**src/hdl/dlf_ram.sv**
```systemverilog
// Generic simple dual-port RAM: one write port, one read port with
// registered read data. No dependencies.
module dlf_ram #(
  parameter int WIDTH = 16,
  parameter int DEPTH = 64,
  parameter int AW    = (DEPTH > 1) ? $clog2(DEPTH) : 1
) (
  input  logic             clk_i,
  input  logic             we_i,
  input  logic [AW-1:0]    waddr_i,
  input  logic [WIDTH-1:0] wdata_i,
  input  logic [AW-1:0]    raddr_i,
  output logic [WIDTH-1:0] rdata_o
);

  logic [WIDTH-1:0] mem_q [DEPTH];
  logic [WIDTH-1:0] rdata_q;

  // write port
  always_ff @(posedge clk_i) begin
    if (we_i) begin
      mem_q[waddr_i] <= wdata_i;
    end
  end

  // registered read port
  always_ff @(posedge clk_i) begin
    rdata_q <= mem_q[raddr_i];
  end

  assign rdata_o = rdata_q;

endmodule

```
**config.mk**
```make
export PLATFORM = sky130hd
export DESIGN_NAME = dlf_ram
export DESIGN_NICKNAME = d
export VERILOG_FILES = /design/src/hdl/dlf_ram.sv
export SDC_FILE = /design/constraint.sdc
export NUM_CORES = 1
export LEC_CHECK = 0
export BUFFER_PORTS_ARGS = -buffer_cell sky130_fd_sc_hd__buf_2
export CORE_MARGIN = 2
export CORE_UTILIZATION = 55
export CTS_CLUSTER_DIAMETER = 120
export DETAILED_ROUTE_END_ITERATION = 10
export PLACE_DENSITY = 0.67
export REMOVE_ABC_BUFFERS = 1
export SLEW_MARGIN = 10
export SYNTH_ARGS = -nofsm -noshare
export SYNTH_HDL_FRONTEND = slang
export SYNTH_SLANG_ARGS = --single-unit
export TNS_END_PERCENT = 30
```
**constraint.sdc**
```tcl
create_clock -name clk_i -period 5.86 [get_ports clk_i]
set_clock_uncertainty 0.05 [all_clocks]
set_input_delay 0.879 -clock clk_i [delete_from_list [all_inputs] [get_ports clk_i]]
set_output_delay 0.879 -clock clk_i [all_outputs]
set_load 0.01 [all_outputs]
```
==> metrics <==
vias per inst approximately 6.3; status finished, final reports clean; Routed WL slightly above 90000 um; # fillers between 4000 and 5000; Hold WS 702 ps; cell row count 98; HP Class input pin to register; most common flop cell mapped by yosys edfxtp_1; CP max FO 49; total grt overflow 0; Antenna Nets Post-Route 0; type of origin of the critical path input pin; htree depth 3; Hold Path Stages 1; VDD IR-drop max ~250 uV; Final setup viols 0; vias in the first global route between 15000 and 20000; synthesized area ~40000 um^2; max-cap violation count 0; worst slew pin tran 1160 ps; full die area 75000 um^2; Root Driver clkbuf_16; post-layout instance area ~45000 um^2; TritonCTS clock tree built; Crit path max-delay family buffers and inverters; Layout area overhead 12.1%; Ys Warns 0; Max Freq 0.313 GHz; number of buffers added on ports between 40 and 50; Synth Instances between 1500 and 2000; pin count of the biggest net entering global routing 76; Final Net Count around 2000; Worst R2R Start mem_q[21][0]; layout cells sized above 1 0.269; Worst Hold Path EP mem_q[14][7]; synth unique cells 43; Clock Latency Late Sink 680 ps; Final Util 0.626; Core Area around 72000 um^2; crit path capture type register; RePlAce Congestion just under 0.8; Resize count post-CTS 0; Hold Violations, Final 0; slew margin rel. 0.226; DRC viols 0; Worst path slowest cell mux4_2; reg2reg end rdata_o[0]; Num Clock Sinks around 1000; hold_sp wdata_i[7]; DR WL/cell about 30 um; placed cell area around 42000 um^2; Starting Density 0.558; final std cells w/o fill about 3000; P_int between 10 and 15 mW; RSZ-0062 raised after global routing no; Async SR Flop Fraction 0; WP buf/inv 3; sequential fraction of the synthesis area 0.776; TNS Setup 0 ps; Seq pwr share 0.538; R2R depth 5; num ports 46; Post-synth EDFFs ~1000; syn_area_per_cell 21.9 um^2; crit path cell chain buf_8 > buf_4 > buf_4 > mux4_2 > mux2i_1 > nand3_1 > a31oi_1 > a311oi_1; leakage roughly 14 nW; DP HPWL 53300 um; die width 274 um; Setup Crit Path Kind input pin to register; Post CTS Setup Buffer Count 0; pre-CTS WS 1920 ps; first-pass GRT wire length around 130000 um; Power Dens Cells between 300 and 400 nW/um^2; final worst slack 2670 ps; Clk network pwr share 0.414; slowest stage delay, CP about 570 ps; Hold-fix buffers, CTS 0; CTS Buf Count 103; DRC marker count from the first detailed-route iteration approximately 2000; Data required, critical path between 6000 and 7000 ps; Tot Pwr 15.4 mW; most used cell along the critical path buf_4; Net Switching around 3.2 mW; Total Routing Usage GR 0.249; placed insts 2824; chip height between 200 and 300 um; Worst EP arrival roughly 3700 ps; Worst-path clk slew 60 ps; CTS max path bufs 3; initial antenna violation count 10; post-route minimum period ~3200 ps; DR vias around 19000; Synth Register Bits approximately 1000; Sw Ratio 0.208; count of final max-slew check failures 0; DRT Pass-1 Iters 5; r2r setup slk approximately 3700 ps; post-route clock period utilization 0.544; Logic pwr share 0.048
-- cell type report --
cell class	count	area (um^2)	area share
sequential	1040	31100	0.692
timing repair buffer	149	1070	0.0239
clock inverter	52	475	0.0106
tap	950	1190	0.0265
clock buffer	136	2800	0.0625
antenna	1	2.50	0.0000558
multi-input combinational	685	8260	0.184
-- Yosys cell counts (all sizes together), types with 12 or more instances --
cell type	instances	area, um^2
edfxtp	1024	30700
mux4	224	5060
mux2i	85	851
buf	77	626
nor2	74	283
nand2	60	233
a22oi	39	293
nor2b	30	188
clkbuf	27	108
mux2	27	304
nand3	24	120
a21oi	17	85.1
a221oi	16	140
dfxtp	16	320
nand4	12	75.1
-- power groups by stage --
stage | Combinational (mW) | Sequential [mW] | Clock [mW]
global route | 0.783 | 8.27 | 6.73
global placement | 0.733 | 8.42 | 0
finish | 0.736 | 8.27 | 6.36
CTS | 0.746 | 8.27 | 6.45
floorplan | 0.305 | 8.41 | 0
detailed placement | 0.745 | 8.42 | 0
-- metal layers --
layer | global-route usage | share of wire | vias up
li1 | - | - | 7981
met1 | 0.344 | 0.39 | 10100
met2 | 0.414 | 0.50 | 846
met3 | 0.0451 | 0.080 | 154
met4 | 0.0659 | 0.024 | 12
met5 | 0 | 0.00079 | -
-- worst reg2reg max path, cell delays in order (launching register included) --
cell and delay [ps]:
edfxtp_1 360, mux4_2 520, mux2i_1 220, a22oi_1 170, a31oi_1 610, a311oi_1 120
-- worst max-delay path by stage --
| stage | startpoint | slack [ps] | depth (start not counted) | end |
|---|---|---|---|---|
| 2_1_floorplan | we_i | 3050 | 3 | mem_q[48][0] |
| 3_3_place_gp | raddr_i[0] | 1930 | 8 | rdata_o[3] |
| 3_5_place_dp | raddr_i[0] | 1920 | 8 | rdata_o[3] |
| 4_1_cts | raddr_i[0] | 2620 | 8 | rdata_o[3] |
| 5_1_grt | raddr_i[0] | 2420 | 8 | rdata_o[3] |
| 6_report | raddr_i[0] | 2670 | 8 | rdata_o[3] |
-- cell usage in the layout, fill, tap and decap left out, drive strengths merged, types with 12 or more instances in the layout --
cell | Yosys | routed
nand3 | 24 | 24
mux2 | 27 | 27
clkinv | 0 | 39
a22oi | 39 | 39
a221oi | 16 | 16
a21oi | 17 | 17
edfxtp | 1024 | 1024
nor2b | 30 | 30
nand2 | 60 | 60
mux4 | 224 | 224
buf | 77 | 149
clkbuf | 27 | 136
mux2i | 85 | 85
nand4 | 12 | 12
nor2 | 74 | 74
dfxtp | 16 | 16
-- kinds of logic after synthesis --
| kind of cell | count (synthesis) | synth area share |
|---|---|---|
| buf+inv | 104 | 0.0183 |
| mux | 336 | 0.155 |
| compound gates | 129 | 0.0241 |
| flops | 1040 | 0.776 |
| simple gates | 220 | 0.0265 |
-- registers in the layout (all words and copies together) (netlist names) --
signal	cells
mem_q	1024
rdata_o	16
Note: power is estimated with default switching activity, not from simulation.
