`config.mk`:
```
export PLATFORM = sky130hd
export DESIGN_NAME = dlf_div
export DESIGN_NICKNAME = d
export VERILOG_FILES = /design/src/hdl/dlf_pkg.sv /design/src/hdl/dlf_div.sv
export SDC_FILE = /design/constraint.sdc
export NUM_CORES = 1
export LEC_CHECK = 0
export BUFFER_PORTS_ARGS = -buffer_cell sky130_fd_sc_hd__buf_2
export CAP_MARGIN = 5
export CORE_ASPECT_RATIO = 0.7
export CORE_MARGIN = 8
export CORE_UTILIZATION = 25
export DETAILED_ROUTE_END_ITERATION = 6
export GPL_TIMING_DRIVEN = 1
export HOLD_SLACK_MARGIN = 0.1
export PLACE_DENSITY = 0.41
export SYNTH_ARGS = -nofsm -noshare
export SYNTH_HDL_FRONTEND = slang
export SYNTH_SLANG_ARGS = --single-unit
```
`constraint.sdc`:
```
create_clock -name clk_i -period 3.3 [get_ports clk_i]
set_input_delay 0.66 -clock clk_i [delete_from_list [all_inputs] [get_ports clk_i]]
set_output_delay 0.66 -clock clk_i [all_outputs]
set_load 0.02 [all_outputs]
```
`src/hdl/dlf_pkg.sv`:
```
// Package for the dense layer forward unit: payload words, register codes,
// cell control and divider status structs, and the sigmoid and exp lookup tables.
// No dependencies.
package dlf_pkg;

  localparam int DATA_W          = 16;
  localparam int IDX_W           = 6;
  localparam int CNT_W           = 7;
  localparam int CFG_IDX_W       = 2;
  localparam int CFG_DATA_W      = 16;
  localparam int RESULT_LIMIT    = 64;
  localparam int MAX_INPUTS_DEF  = 64;
  localparam int MAX_NEURONS_DEF = 64;
  localparam int TAB_W           = 13;  // table values stay at or below 4096
  localparam int TOTAL_W         = 19;  // sum of up to 64 exp values
  localparam int DIVN_W          = 26;  // e * 4096 + total / 2

  localparam logic KIND_WEIGHT = 1'b0;
  localparam logic KIND_INPUT  = 1'b1;

  typedef enum logic [1:0] {
    ACT_SIGMOID = 2'd0,
    ACT_RELU    = 2'd1,
    ACT_TANH    = 2'd2,
    ACT_SOFTMAX = 2'd3
  } act_mode_e;

  typedef enum logic [CFG_IDX_W-1:0] {
    REG_ACT_MODE  = 2'd0,
    REG_IN_COUNT  = 2'd1,
    REG_OUT_COUNT = 2'd2,
    REG_BIAS      = 2'd3
  } cfg_reg_e;

  typedef struct packed {
    logic                     kind;
    logic [IDX_W-1:0]         in_index;
    logic [IDX_W-1:0]         neuron_index;
    logic signed [DATA_W-1:0] value;
    logic                     last;
  } in_word_t;

  typedef struct packed {
    logic [IDX_W-1:0]         out_index;
    logic signed [DATA_W-1:0] activation;
    logic                     out_last;
  } out_word_t;

  typedef struct packed {
    logic clear;
    logic shift;
  } cell_ctrl_t;

  typedef struct packed {
    logic busy;
    logic done;
  } div_stat_t;

  // sigmoid(k/2) in Q4.12, k = 0..16
  function automatic logic [TAB_W-1:0] sig_tab_f(input logic [4:0] k);
    logic [TAB_W-1:0] r;
    case (k)
      5'd0:    r = 13'd2048;
      5'd1:    r = 13'd2550;
      5'd2:    r = 13'd2994;
      5'd3:    r = 13'd3349;
      5'd4:    r = 13'd3608;
      5'd5:    r = 13'd3785;
      5'd6:    r = 13'd3902;
      5'd7:    r = 13'd3976;
      5'd8:    r = 13'd4022;
      5'd9:    r = 13'd4051;
      5'd10:   r = 13'd4069;
      5'd11:   r = 13'd4079;
      5'd12:   r = 13'd4086;
      5'd13:   r = 13'd4090;
      5'd14:   r = 13'd4092;
      5'd15:   r = 13'd4094;
      default: r = 13'd4095;
    endcase
    return r;
  endfunction

  // exp(-k/2) in Q4.12, k = 0..16
  function automatic logic [TAB_W-1:0] exp_tab_f(input logic [4:0] k);
    logic [TAB_W-1:0] r;
    case (k)
      5'd0:    r = 13'd4096;
      5'd1:    r = 13'd2484;
      5'd2:    r = 13'd1507;
      5'd3:    r = 13'd914;
      5'd4:    r = 13'd554;
      5'd5:    r = 13'd336;
      5'd6:    r = 13'd204;
      5'd7:    r = 13'd124;
      5'd8:    r = 13'd75;
      5'd9:    r = 13'd46;
      5'd10:   r = 13'd28;
      5'd11:   r = 13'd17;
      5'd12:   r = 13'd10;
      5'd13:   r = 13'd6;
      5'd14:   r = 13'd4;
      5'd15:   r = 13'd2;
      default: r = 13'd1;
    endcase
    return r;
  endfunction

  // exp(-d) for d >= 0 in Q4.12, linear interpolation, zero from 8.0 up
  function automatic logic [TAB_W-1:0] exp_neg_f(input logic [16:0] d);
    logic [5:0]       idx;
    logic [10:0]      frac;
    logic [TAB_W-1:0] a;
    logic [TAB_W-1:0] b;
    logic [21:0]      p;
    idx  = d[16:11];
    frac = d[10:0];
    a    = exp_tab_f(idx[4:0]);
    b    = exp_tab_f(idx[4:0] + 5'd1);
    p    = 22'(a - b) * 22'(frac);
    if (idx >= 6'd16) begin
      return '0;
    end
    return a - TAB_W'(p >> 11);
  endfunction

endpackage

```
`src/hdl/dlf_div.sv`:
```
// Restoring divider, one quotient bit per cycle, for the softmax scaling.
// Depends on dlf_pkg.
module dlf_div (
  input  logic                         clk_i,
  input  logic                         rst_ni,
  input  logic                         start_i,
  input  logic [dlf_pkg::DIVN_W-1:0]   num_i,
  input  logic [dlf_pkg::TOTAL_W-1:0]  den_i,
  output dlf_pkg::div_stat_t           stat_o,
  output logic [dlf_pkg::DIVN_W-1:0]   quo_o
);
  import dlf_pkg::*;

  localparam int STEP_W = $clog2(DIVN_W + 1);

  logic                busy_q;
  logic                done_q;
  logic [STEP_W-1:0]   step_q;
  logic [DIVN_W-1:0]   num_q;
  logic [TOTAL_W-1:0]  den_q;
  logic [TOTAL_W:0]    rem_q;
  logic [TOTAL_W:0]    rem_sh;
  logic                fits;

  assign rem_sh = {rem_q[TOTAL_W-1:0], num_q[DIVN_W-1]};
  assign fits   = rem_sh >= {1'b0, den_q};

  // sequence the steps
  always_ff @(posedge clk_i or negedge rst_ni) begin
    if (!rst_ni) begin
      busy_q <= 1'b0;
      done_q <= 1'b0;
      step_q <= '0;
    end else begin
      done_q <= 1'b0;
      if (start_i && !busy_q) begin
        busy_q <= 1'b1;
        step_q <= '0;
      end else if (busy_q) begin
        step_q <= step_q + STEP_W'(1);
        if (step_q == STEP_W'(DIVN_W - 1)) begin
          busy_q <= 1'b0;
          done_q <= 1'b1;
        end
      end
    end
  end

  // shift in one numerator bit, subtract when the divisor fits
  always_ff @(posedge clk_i) begin
    if (start_i && !busy_q) begin
      num_q <= num_i;
      den_q <= den_i;
      rem_q <= '0;
    end else if (busy_q) begin
      rem_q <= fits ? (rem_sh - {1'b0, den_q}) : rem_sh;
      num_q <= {num_q[DIVN_W-2:0], fits};
    end
  end

  assign stat_o.busy = busy_q;
  assign stat_o.done = done_q;
  assign quo_o       = num_q;

endmodule

```
==> results.md <==
- Status: finished, final reports clean
- Max Cap Viol: 0
- Std-Cell Rows: 37
- Hold Crit Class: input pin to asynchronous set/reset pin
- Grt ovf: 0
- R2R depth: 10
- Fillers: 1505
- DIE AREA: 0.0195 sq mm
- Worst VDD drop: 366 uV
- Bufs and invs on worst path: 1
- Most frequent cells in the layout: buf_2 (75), edfxtp_1 (45), mux2_2 (28), nand2_1 (25), nand3_1 (24)
- Netlist cell types: 48
- CTS Buffer Depth: 2
- Minimum clock period: 3.07 ns
- Global Route Usage Sum: 0.101
- Critical path peak fanout: 19
- Post-synthesis sequential area ratio: 0.502
- Worst path max stage delay: 0.52 ns
- Reg2reg end: rem_q[12]$_SDFFE_PP0P_
- Setup Fix Bufs, Post-CTS: 0
- EDFF count, synth: 45
- Post-route DRC: 0
- Reg clk slew, reported paths: 0.06 ns
- Iteration-0 DRC Markers: 157
- Crit-path cells: inv_1 > ha_1 > fa_1 > nand2b_1 > a211oi_2 > o21ai_1 > and4_1 > or2_1 > a32o_1 > a31o_1
- Avg Cell Area, Syn: 11.2 sq um
- Final ANT Viol Nets: 0
- Met2 usage: 0.149
- Pre-CTS worst setup slack: -0.0456 ns
- WL/cell: 15.3 um
- Drt total wl: 9420 um
- Core footprint: 0.0148 sq mm
- Antenna violations before repair: 0
- Synth Instances: 340
- Vias: 2830
- Netlist Area Pre-Place: 0.00380 sq mm
- Worst-Skew Late Latency: 0.33 ns
- Net Count, Synth: 410
- Critical R2R Launch: quo_o[25]$_DFFE_PP_
- Starting Density: 0.257
- Post-synth top flop: edfxtp_1
- CP Depth: 10
- GR peak layer: met2
- Die height: 119 um
- First-pass GRT wire length: 15600 um
- Pleak: 1.99 nW
- Commonest non-fill, non-tap cell in the layout: buf_2
- Final Skew: 0.00859 ns
- Slew margin rel.: 0.403
- Num CTS Buffers: 9
- Post-layout util: 0.317
- Hold-fix buffers, CTS: 0
- I/O pin count: 76
- TritonRoute pass-1 iters: 4
- Worst setup SP type: flop
- Post-CTS sizing: 1
- Critical Path AT: 3.29 ns
- CTS tree: built
- Fin. Hold Viols: 0
- Synth-to-Final Area Change: 23.1%
- Async SR Flop Fraction: 0.0986
- Layout cells sized above 1: 0.306
- IO Port Bufs: 75
- Final HPWL DP: 6900 um
- CP top delay family: simple AND/OR/NAND/NOR gates
- FMAX: 0.326 GHz
- GRT met1 Usage: 0.138
- R2r setup slk: 0.23 ns
- Final setup vio count: 0
- CP required: 3.52 ns
- Top post-synthesis cells by area: edfxtp_1 (36%), dfxtp_1 (10%), mux2_2 (8.3%), ha_1 (6.9%), dfrtp_1 (4.6%)
- Final max-slew violation count: 0
- Slowest-stage cell, CP: or2_1
- # H-tree levels: 3
- Unrepaired setup endpoints after global routing: false
- Flop and latch count out of synthesis: 71
- Pwr Density: 1060 mW/mm^2
- Via/cell ratio: 4.59
- Crit Path Class: flop to flop
- Nets: 487
- Worst-Margin Slew: 0.893 ns
- Root buf cell: clkbuf_16
- Yosys top cell by area: edfxtp_1
- Final period utilization: 0.930
- Final WS setup: 0.232 ns
- Post-synth top area share: 0.356
- Met3 Usage GRT: 0.0372
- Die Wd: 163 um
- Via count of the first global-routing pass: 2902
- Largest net degree at the start of global routing: 41
- # diodes: 0
- Ys Warns: 0
- Critical path endpoint category: flop
- Final GP Congestion: 0.802
- Clock sinks: 71
[power by group]
part           leakage [nW]  internal [W]  total, W  switching [W]
registers             0.701       0.00137   0.00159       0.000223
clock network         0.137      0.000583  0.000944       0.000361
logic                  1.16       0.00103   0.00241        0.00139
total                  1.99       0.00298   0.00495        0.00197
[area by class of cell]
class	count	area [sq um]	share of cell area
inverter	23	86.3	0.0185
clock buffer	12	236	0.0505
tap	195	244	0.0522
multi-input combinational	230	1730	0.370
timing repair buffer	82	428	0.0915
sequential	71	1910	0.408
clock inverter	4	47.5	0.0102
[logic make-up after synthesis]
family	synth area share
buf+inv	0.0458
simple gates	0.112
flops	0.502
compound gates	0.142
fa+ha+maj	0.0744
mux	0.0830
xor+xnor	0.0415
[metrics by stage]
step | power [W] | hold WS [ns] | std cells | area, sq um | setup TNS (ns)
floorplan | 0.00343 | 0.364 | 340 | 3800 | 0
global placement | 0.00403 | 0.486 | 601 | 4390 | 0
detailed placement | 0.00402 | 0.490 | 601 | 4390 | -0.154
CTS | 0.00501 | 0.147 | 617 | 4680 | 0
global route | 0.00534 | 0.149 | 617 | 4680 | 0
finish | 0.00495 | 0.157 | 617 | 4680 | 0
[layer usage]
| layer | vias to the layer above | share of wire |
|---|---|---|
| met5 | - | 0 |
| met1 | 1349 | 0.50 |
| met4 | 0 | 0.011 |
| met2 | 60 | 0.43 |
| met3 | 6 | 0.057 |
| li1 | 1415 | - |
[how the worst max path moves through the flow]
stage,startpoint,end,slack (ns)
5_1_grt,quo_o[25]$_DFFE_PP_,rem_q[16]$_SDFFE_PP0P_,0.02
6_report,quo_o[25]$_DFFE_PP_,rem_q[12]$_SDFFE_PP0P_,0.23
4_1_cts,quo_o[25]$_DFFE_PP_,rem_q[12]$_SDFFE_PP0P_,0.23
3_5_place_dp,quo_o[25]$_DFFE_PP_,rem_q[17]$_SDFFE_PP0P_,-0.05
2_1_floorplan,quo_o[25]$_DFFE_PP_,rem_q[12]$_SDFFE_PP0P_,0.59
3_3_place_gp,quo_o[25]$_DFFE_PP_,rem_q[17]$_SDFFE_PP0P_,0.07
[flip-flops by register name (all words and copies together) (netlist names)]
signal  cells
step_q      5
quo_o      26
rem_q      19
busy_q      1
den_q      19
done_q      1
[cells in the mapped netlist (3+ instances only)]
cell type / count
o21ai_1: 3
clkbuf_1: 8
dfxtp_1: 19
o21a_1: 4
a31oi_1: 4
nor2b_1: 3
nand2_1: 25
o21bai_1: 3
a22o_1: 6
inv_1: 23
a21o_1: 6
nor2_1: 13
dfrtp_1: 7
nand3_1: 24
mux2_2: 28
nand2b_1: 6
o31ai_1: 3
a32oi_1: 10
nand4_1: 3
a21oi_1: 13
o21ai_0: 14
xnor2_1: 14
buf_4: 3
xor2_1: 4
ha_1: 21
o211ai_1: 3
edfxtp_1: 45
No activity file was read; power rests on OpenSTA's default activity.
