$ cat src/hdl/dlf_pkg.sv
// Package for the dense layer forward unit: payload words, register codes,
// cell control and divider status structs, and the sigmoid and exp lookup tables.
// No dependencies.
package dlf_pkg;

  localparam int DATA_W          = 16;
  localparam int IDX_W           = 6;
  localparam int CNT_W           = 7;
  localparam int CFG_IDX_W       = 2;
  localparam int CFG_DATA_W      = 16;
  localparam int RESULT_LIMIT    = 64;
  localparam int MAX_INPUTS_DEF  = 64;
  localparam int MAX_NEURONS_DEF = 64;
  localparam int TAB_W           = 13;  // table values stay at or below 4096
  localparam int TOTAL_W         = 19;  // sum of up to 64 exp values
  localparam int DIVN_W          = 26;  // e * 4096 + total / 2

  localparam logic KIND_WEIGHT = 1'b0;
  localparam logic KIND_INPUT  = 1'b1;

  typedef enum logic [1:0] {
    ACT_SIGMOID = 2'd0,
    ACT_RELU    = 2'd1,
    ACT_TANH    = 2'd2,
    ACT_SOFTMAX = 2'd3
  } act_mode_e;

  typedef enum logic [CFG_IDX_W-1:0] {
    REG_ACT_MODE  = 2'd0,
    REG_IN_COUNT  = 2'd1,
    REG_OUT_COUNT = 2'd2,
    REG_BIAS      = 2'd3
  } cfg_reg_e;

  typedef struct packed {
    logic                     kind;
    logic [IDX_W-1:0]         in_index;
    logic [IDX_W-1:0]         neuron_index;
    logic signed [DATA_W-1:0] value;
    logic                     last;
  } in_word_t;

  typedef struct packed {
    logic [IDX_W-1:0]         out_index;
    logic signed [DATA_W-1:0] activation;
    logic                     out_last;
  } out_word_t;

  typedef struct packed {
    logic clear;
    logic shift;
  } cell_ctrl_t;

  typedef struct packed {
    logic busy;
    logic done;
  } div_stat_t;

  // sigmoid(k/2) in Q4.12, k = 0..16
  function automatic logic [TAB_W-1:0] sig_tab_f(input logic [4:0] k);
    logic [TAB_W-1:0] r;
    case (k)
      5'd0:    r = 13'd2048;
      5'd1:    r = 13'd2550;
      5'd2:    r = 13'd2994;
      5'd3:    r = 13'd3349;
      5'd4:    r = 13'd3608;
      5'd5:    r = 13'd3785;
      5'd6:    r = 13'd3902;
      5'd7:    r = 13'd3976;
      5'd8:    r = 13'd4022;
      5'd9:    r = 13'd4051;
      5'd10:   r = 13'd4069;
      5'd11:   r = 13'd4079;
      5'd12:   r = 13'd4086;
      5'd13:   r = 13'd4090;
      5'd14:   r = 13'd4092;
      5'd15:   r = 13'd4094;
      default: r = 13'd4095;
    endcase
    return r;
  endfunction

  // exp(-k/2) in Q4.12, k = 0..16
  function automatic logic [TAB_W-1:0] exp_tab_f(input logic [4:0] k);
    logic [TAB_W-1:0] r;
    case (k)
      5'd0:    r = 13'd4096;
      5'd1:    r = 13'd2484;
      5'd2:    r = 13'd1507;
      5'd3:    r = 13'd914;
      5'd4:    r = 13'd554;
      5'd5:    r = 13'd336;
      5'd6:    r = 13'd204;
      5'd7:    r = 13'd124;
      5'd8:    r = 13'd75;
      5'd9:    r = 13'd46;
      5'd10:   r = 13'd28;
      5'd11:   r = 13'd17;
      5'd12:   r = 13'd10;
      5'd13:   r = 13'd6;
      5'd14:   r = 13'd4;
      5'd15:   r = 13'd2;
      default: r = 13'd1;
    endcase
    return r;
  endfunction

  // exp(-d) for d >= 0 in Q4.12, linear interpolation, zero from 8.0 up
  function automatic logic [TAB_W-1:0] exp_neg_f(input logic [16:0] d);
    logic [5:0]       idx;
    logic [10:0]      frac;
    logic [TAB_W-1:0] a;
    logic [TAB_W-1:0] b;
    logic [21:0]      p;
    idx  = d[16:11];
    frac = d[10:0];
    a    = exp_tab_f(idx[4:0]);
    b    = exp_tab_f(idx[4:0] + 5'd1);
    p    = 22'(a - b) * 22'(frac);
    if (idx >= 6'd16) begin
      return '0;
    end
    return a - TAB_W'(p >> 11);
  endfunction

endpackage

$ cat src/hdl/dlf_ram.sv
// Generic simple dual-port RAM: one write port, one read port with
// registered read data. No dependencies.
module dlf_ram #(
  parameter int WIDTH = 16,
  parameter int DEPTH = 64,
  parameter int AW    = (DEPTH > 1) ? $clog2(DEPTH) : 1
) (
  input  logic             clk_i,
  input  logic             we_i,
  input  logic [AW-1:0]    waddr_i,
  input  logic [WIDTH-1:0] wdata_i,
  input  logic [AW-1:0]    raddr_i,
  output logic [WIDTH-1:0] rdata_o
);

  logic [WIDTH-1:0] mem_q [DEPTH];
  logic [WIDTH-1:0] rdata_q;

  // write port
  always_ff @(posedge clk_i) begin
    if (we_i) begin
      mem_q[waddr_i] <= wdata_i;
    end
  end

  // registered read port
  always_ff @(posedge clk_i) begin
    rdata_q <= mem_q[raddr_i];
  end

  assign rdata_o = rdata_q;

endmodule

$ cat src/hdl/dlf_cell.sv
// One neuron cell: weight bank, multiplier and accumulator. Input elements
// pass to the right neighbor; sums shift left on readout.
// Depends on dlf_pkg and dlf_ram.
module dlf_cell #(
  parameter int IAW   = 6,
  parameter int DEPTH = 64,
  parameter int ACC_W = 39
) (
  input  logic                        clk_i,
  input  logic                        rst_ni,
  input  dlf_pkg::cell_ctrl_t         ctrl_i,
  input  logic                        wr_en_i,
  input  logic [IAW-1:0]              wr_addr_i,
  input  logic [dlf_pkg::DATA_W-1:0]  wr_data_i,
  input  logic                        v_i,
  input  logic [IAW-1:0]              idx_i,
  input  logic signed [dlf_pkg::DATA_W-1:0] x_i,
  output logic                        v_o,
  output logic [IAW-1:0]              idx_o,
  output logic signed [dlf_pkg::DATA_W-1:0] x_o,
  input  logic signed [ACC_W-1:0]     acc_i,
  output logic signed [ACC_W-1:0]     acc_o
);
  import dlf_pkg::*;

  logic                       v_q;
  logic [IAW-1:0]             idx_q;
  logic signed [DATA_W-1:0]   x_q;
  logic [DATA_W-1:0]          w_raw;
  logic                       pv_q;
  logic signed [2*DATA_W-1:0] prod_q;
  logic signed [ACC_W-1:0]    acc_q;
  logic signed [ACC_W-1:0]    acc_d;

  // weight bank, read at the index arriving from the left
  dlf_ram #(
    .WIDTH(DATA_W),
    .DEPTH(DEPTH),
    .AW   (IAW)
  ) u_wbank (
    .clk_i  (clk_i),
    .we_i   (wr_en_i),
    .waddr_i(wr_addr_i),
    .wdata_i(wr_data_i),
    .raddr_i(idx_i),
    .rdata_o(w_raw)
  );

  // register the element valid, aligned with the weight read
  always_ff @(posedge clk_i or negedge rst_ni) begin
    if (!rst_ni) begin
      v_q  <= 1'b0;
      pv_q <= 1'b0;
    end else begin
      v_q  <= v_i;
      pv_q <= v_q;
    end
  end

  always_ff @(posedge clk_i) begin
    idx_q  <= idx_i;
    x_q    <= x_i;
    prod_q <= x_q * $signed(w_raw);
  end

  // clear, shift out, or accumulate
  always_comb begin
    acc_d = acc_q;
    if (ctrl_i.clear) begin
      acc_d = '0;
    end else if (ctrl_i.shift) begin
      acc_d = acc_i;
    end else if (pv_q) begin
      acc_d = acc_q + ACC_W'(prod_q);
    end
  end

  always_ff @(posedge clk_i) begin
    acc_q <= acc_d;
  end

  assign v_o   = v_q;
  assign idx_o = idx_q;
  assign x_o   = x_q;
  assign acc_o = acc_q;

endmodule

$ cat config.mk
export PLATFORM = sky130hd
export DESIGN_NAME = dlf_cell
export DESIGN_NICKNAME = d
export VERILOG_FILES = /design/src/hdl/dlf_pkg.sv /design/src/hdl/dlf_ram.sv /design/src/hdl/dlf_cell.sv
export SDC_FILE = /design/constraint.sdc
export NUM_CORES = 2
export LEC_CHECK = 0
export BUFFER_PORTS_ARGS = -buffer_cell sky130_fd_sc_hd__buf_2
export CAP_MARGIN = 20
export CELL_PAD_IN_SITES_DETAIL_PLACEMENT = 2
export CELL_PAD_IN_SITES_GLOBAL_PLACEMENT = 2
export CORE_MARGIN = 4
export CORE_UTILIZATION = 40
export DETAILED_ROUTE_END_ITERATION = 7
export PLACE_DENSITY_LB_ADDON = 0.2
export SYNTH_ARGS = -nofsm -noshare
export SYNTH_HDL_FRONTEND = slang
export SYNTH_SLANG_ARGS = --single-unit
$ cat constraint.sdc
create_clock -name clk_i -period 7.2 [get_ports clk_i]
set_clock_uncertainty 0.05 [all_clocks]
set_input_delay 1.08 -clock clk_i [delete_from_list [all_inputs] [get_ports clk_i]]
set_output_delay 1.08 -clock clk_i [all_outputs]
set_load 0.005 [all_outputs]
==> results.tsv <==
stage	metric	value	unit
worst_setup_path	worstPathRequired	7.73	ns
synthesis	async_flop_share	0.1762	%
clock_tree	cts_buffers	119	
power_and_ir_drop	netSwitchingPower	14.12	mW
worst_setup_path	path_buf_inv	3	
timing	min_period_over_period	92.62	%
synthesis	yosysWarningCount	0	
floorplan	design.die.area	141100	um^2
placed_design	gp_congestion	0.8114	
synthesis	synth-main-ff-cell	edfxtp_1	
run_status	status	completed	
synthesis	yosys-top-cells-count	edfxtp_1 (1024), mux4_2 (336), inv_1 (328), fa_1 (263), nand2_1 (155)	
floorplan	initial_core_util	40.41	%
flow_run	maxCapViolCount	0	
worst_setup_path	crit_chain	nand2_1, fa_1, inv_1, fa_1, fa_1, fa_1, fa_1, inv_1, fa_1, inv_1, ha_1, a21oi_1, o21bai_1, a21o_1, a21o_1, a221oi_1, a21oi_1, a211o_1, a21oi_1, xnor2_1	
floorplan	io_pins	151	
clock_tree	htreeDepth	3	
clock_tree	cts_max_path_buffers	3	
global_route	grt_usage	23.22	%
timing	rsz0062_at_grt	false	
hold_path	hold_class	primary input to asynchronous set/reset pin	
power_and_ir_drop	clock_power_share	19.1	%
routing	dr.pass1.iters	5	
synthesis	synth.cell_area	54060	um^2
clock_tree	worstSkewPairLatency	0.75	ns
routing	totalWireLength	162.5	mm
cells_and_area	fin_cells	5293	
synthesis	synth_area_per_cell	17.03	um^2
timing	slew_headroom	35.03	%
routing	wire_per_inst	30.71	um
synthesis	synth_seq_cells	1135	
timing	finalSetupViolations	0	
worst_setup_path	endpoint_kind	flip-flop	
cells_and_area	multi_input_area	19300	um^2
synthesis	synth.net_count	3647	
routing	viasPerCell	5.551	
clock_tree	cts_tree	yes	
placed_design	port_buffers	150	
power_and_ir_drop	power.internal	19.27	mW
synthesis	yosys.cell_types.count	72	
timing	fin_setup_tns	0	ns
power_and_ir_drop	swShare	42.28	%
worst_setup_path	path_common_cell	fa_1	
worst_setup_path	critPathMaxStageDelay	0.74	ns
cells_and_area	final_util	46.03	%
floorplan	fp.dieW	375.6	um
synthesis	synth_top_area_cell	edfxtp_1	
cells_and_area	seqCellArea	32990	um^2
timing	period_needed	6.668	ns
routing	vias	29380	
clock_tree	clk_pin_slew	0.07	ns
power_and_ir_drop	power_density	542.1	nW/um^2
synthesis	synth_edf_count	1024	
global_route	grt_pass1_wl	239.0	mm
cells_and_area	area_delta_synth_final	13.92	%
routing	drc	0	
floorplan	coreArea	133800	um^2
clock_tree	root_buffer	clkbuf_16	
routing	drt_iter0_drc	2136	
cells_and_area	drive_gt1_share	23.18	%
floorplan	rows	134	
synthesis	synthCells	3175	
global_route	grt_start_max_net_pins	94	
clock_tree	clock-sinks	1135	
synthesis	synth.area.top_cells	edfxtp_1 (57%), mux4_2 (14%), fa_1 (9.7%)	
timing	tightestPinTransition	0.9745	ns
placed_design	dp.cells	5051	
synthesis	yosysTopAreaCellShare	56.88	%
power_and_ir_drop	combinationalPowerShare	57.2	%
synthesis	synth_most_common_cell	edfxtp_1	
global_route	grt_pass1_vias	33500	
worst_setup_path	path_delay_family	adder cells	
timing	maxSlewViolCount	0	
routing	postRouteAntennaNets	0	
placed_design	hpwl	105.3	mm
synthesis	ys_seq_area_share	61.00	%
worst_setup_path	critPathLaunchType	flip-flop	
timing	timing.fmax	150.0	MHz
timing	hold_violations	0	
worst_setup_path	crit_type	flip-flop to flip-flop	
worst_setup_path	worstPathMaxFanout	16	
global_route	overflow	0	
floorplan	die_h	375.6	um
worst_setup_path	slowest_stage	dfxtp_1	
clock_tree	cts_hold_buf	0	
power_and_ir_drop	leakage	22.23	nW
cells_and_area	num-fill-cells	12460	
global_route	antenna_found_initial	9	
power_and_ir_drop	peakVddDrop	0.001055	V
timing	holdWs	0.08936	ns
power_and_ir_drop	seq_power_share	23.7	%
cells_and_area	fin_nets	3890	
worst_setup_path	critPathArrivalTime	7.20	ns
metal layers:
| layer | up-vias | routed length, um | GRT usage [%] |
|---|---|---|---|
| li1 | 12310 | - | - |
| met1 | 16130 | 62530 | 28.51 |
| met2 | 757 | 89140 | 43.41 |
| met3 | 182 | 6732 | 2.949 |
| met4 | 0 | 4142 | 5.637 |
| met5 | - | 0 | 0 |
cells in the final DEF, fill, tap and decap left out, drive strengths merged, types with 7 or more instances in the layout:
cell / netlist / layout
and3: 10 / 10
clkinv: 1 / 54
o211ai: 7 / 7
dfxtp: 109 / 109
nand2b: 16 / 16
clkinvlp: 0 / 7
mux4: 336 / 336
clkbuf: 100 / 144
ha: 120 / 120
and2: 131 / 131
mux2i: 14 / 14
nor3: 20 / 20
nand3: 16 / 16
xnor2: 51 / 51
fa: 263 / 263
a211oi: 13 / 13
a21o: 27 / 27
a21oi: 85 / 85
a221oi: 13 / 13
nor2: 146 / 146
o21a: 10 / 10
o21ai: 33 / 33
o21bai: 10 / 10
nand2: 155 / 155
buf: 37 / 259
xor2: 9 / 9
inv: 328 / 333
nor2b: 25 / 25
bufinv: 0 / 14
edfxtp: 1024 / 1024
state kept, by name (all words and copies together) (netlist names):
register,cells
u_wbank.mem_q,1024
acc_o,39
prod_q,32
u_wbank.rdata_o,16
x_o,16
idx_o,6
pv_q,1
v_o,1
what timing repair did:
item,in CTS,in global routing
endpoints found under the setup margin,0,3
resized for setup,0,9
setup buffers,0,0
layout make-up:
type,instances,share of cell area (%)
repair buffers,259,2.954
well taps,1768,3.592
diodes,5,0.02031
flip-flops and latches,1135,53.57
clock inverters,79,1.461
multi-input cells,1574,31.34
clock buffers,144,5.058
inverters,329,2.005
power groups by stage:
| stage | sequential, mW | combinational (mW) | clock (mW) |
|---|---|---|---|
| 4_1_cts | 7.94 | 19.7 | 6.52 |
| 3_3_place_gp | 8.07 | 18.8 | 0 |
| 3_5_place_dp | 8.08 | 19.6 | 0 |
| 6_report | 7.92 | 19.1 | 6.37 |
| 5_1_grt | 7.94 | 21.7 | 6.80 |
| 2_1_floorplan | 7.90 | 13.5 | 0 |
metrics by stage:
stage          total power [mW]  setup slack, ns  instance area [um^2]
3_5_place_dp              27.68           0.3075                 57270
2_1_floorplan             21.39            1.190                 54060
3_3_place_gp              26.84           0.5808                 57270
6_report                  33.39           0.5317                 61590
4_1_cts                   34.20           0.2996                 61290
5_1_grt                   36.43          0.09284                 61580
final timing paths:
check / start / endpoint / slack (ns) / cells after the start
max: u_wbank.rdata_o[10] / prod_q[31] / 0.53 / 20
min: rst_ni / v_o / 0.09 / 1
max reg2reg: u_wbank.rdata_o[10] / prod_q[31] / 0.53 / 20
min reg2reg: v_o / pv_q / 0.33 / 0
max in group asynchronous: rst_ni / pv_q / 6.90 / 1
min in group clk_i: v_o / pv_q / 0.33 / 0
kinds of logic (layout without fill, tap and decap cells):
| kind of cell | after synthesis | after routing | synth area share (%) |
|---|---|---|---|
| buf+inv | 466 | 811 | 3.309 |
| other cells | 0 | 5 | 0 |
| fa+ha+maj | 383 | 383 | 12.52 |
| mux | 354 | 354 | 14.34 |
| simple gates | 544 | 544 | 4.888 |
| compound gates | 233 | 233 | 2.972 |
| flops | 1135 | 1135 | 61.00 |
| xor+xnor | 60 | 60 | 0.9720 |
worst register-to-register path, delay by kind of cell (launching register included):
kind	cells	cell delay [ns]
fa+ha+maj	7	3.44
compound gates	8	1.90
flops	1	0.74
simple gates	1	0.17
buf+inv	3	0.15
xor+xnor	1	0.08
No activity file was read; power rests on OpenSTA's default activity.
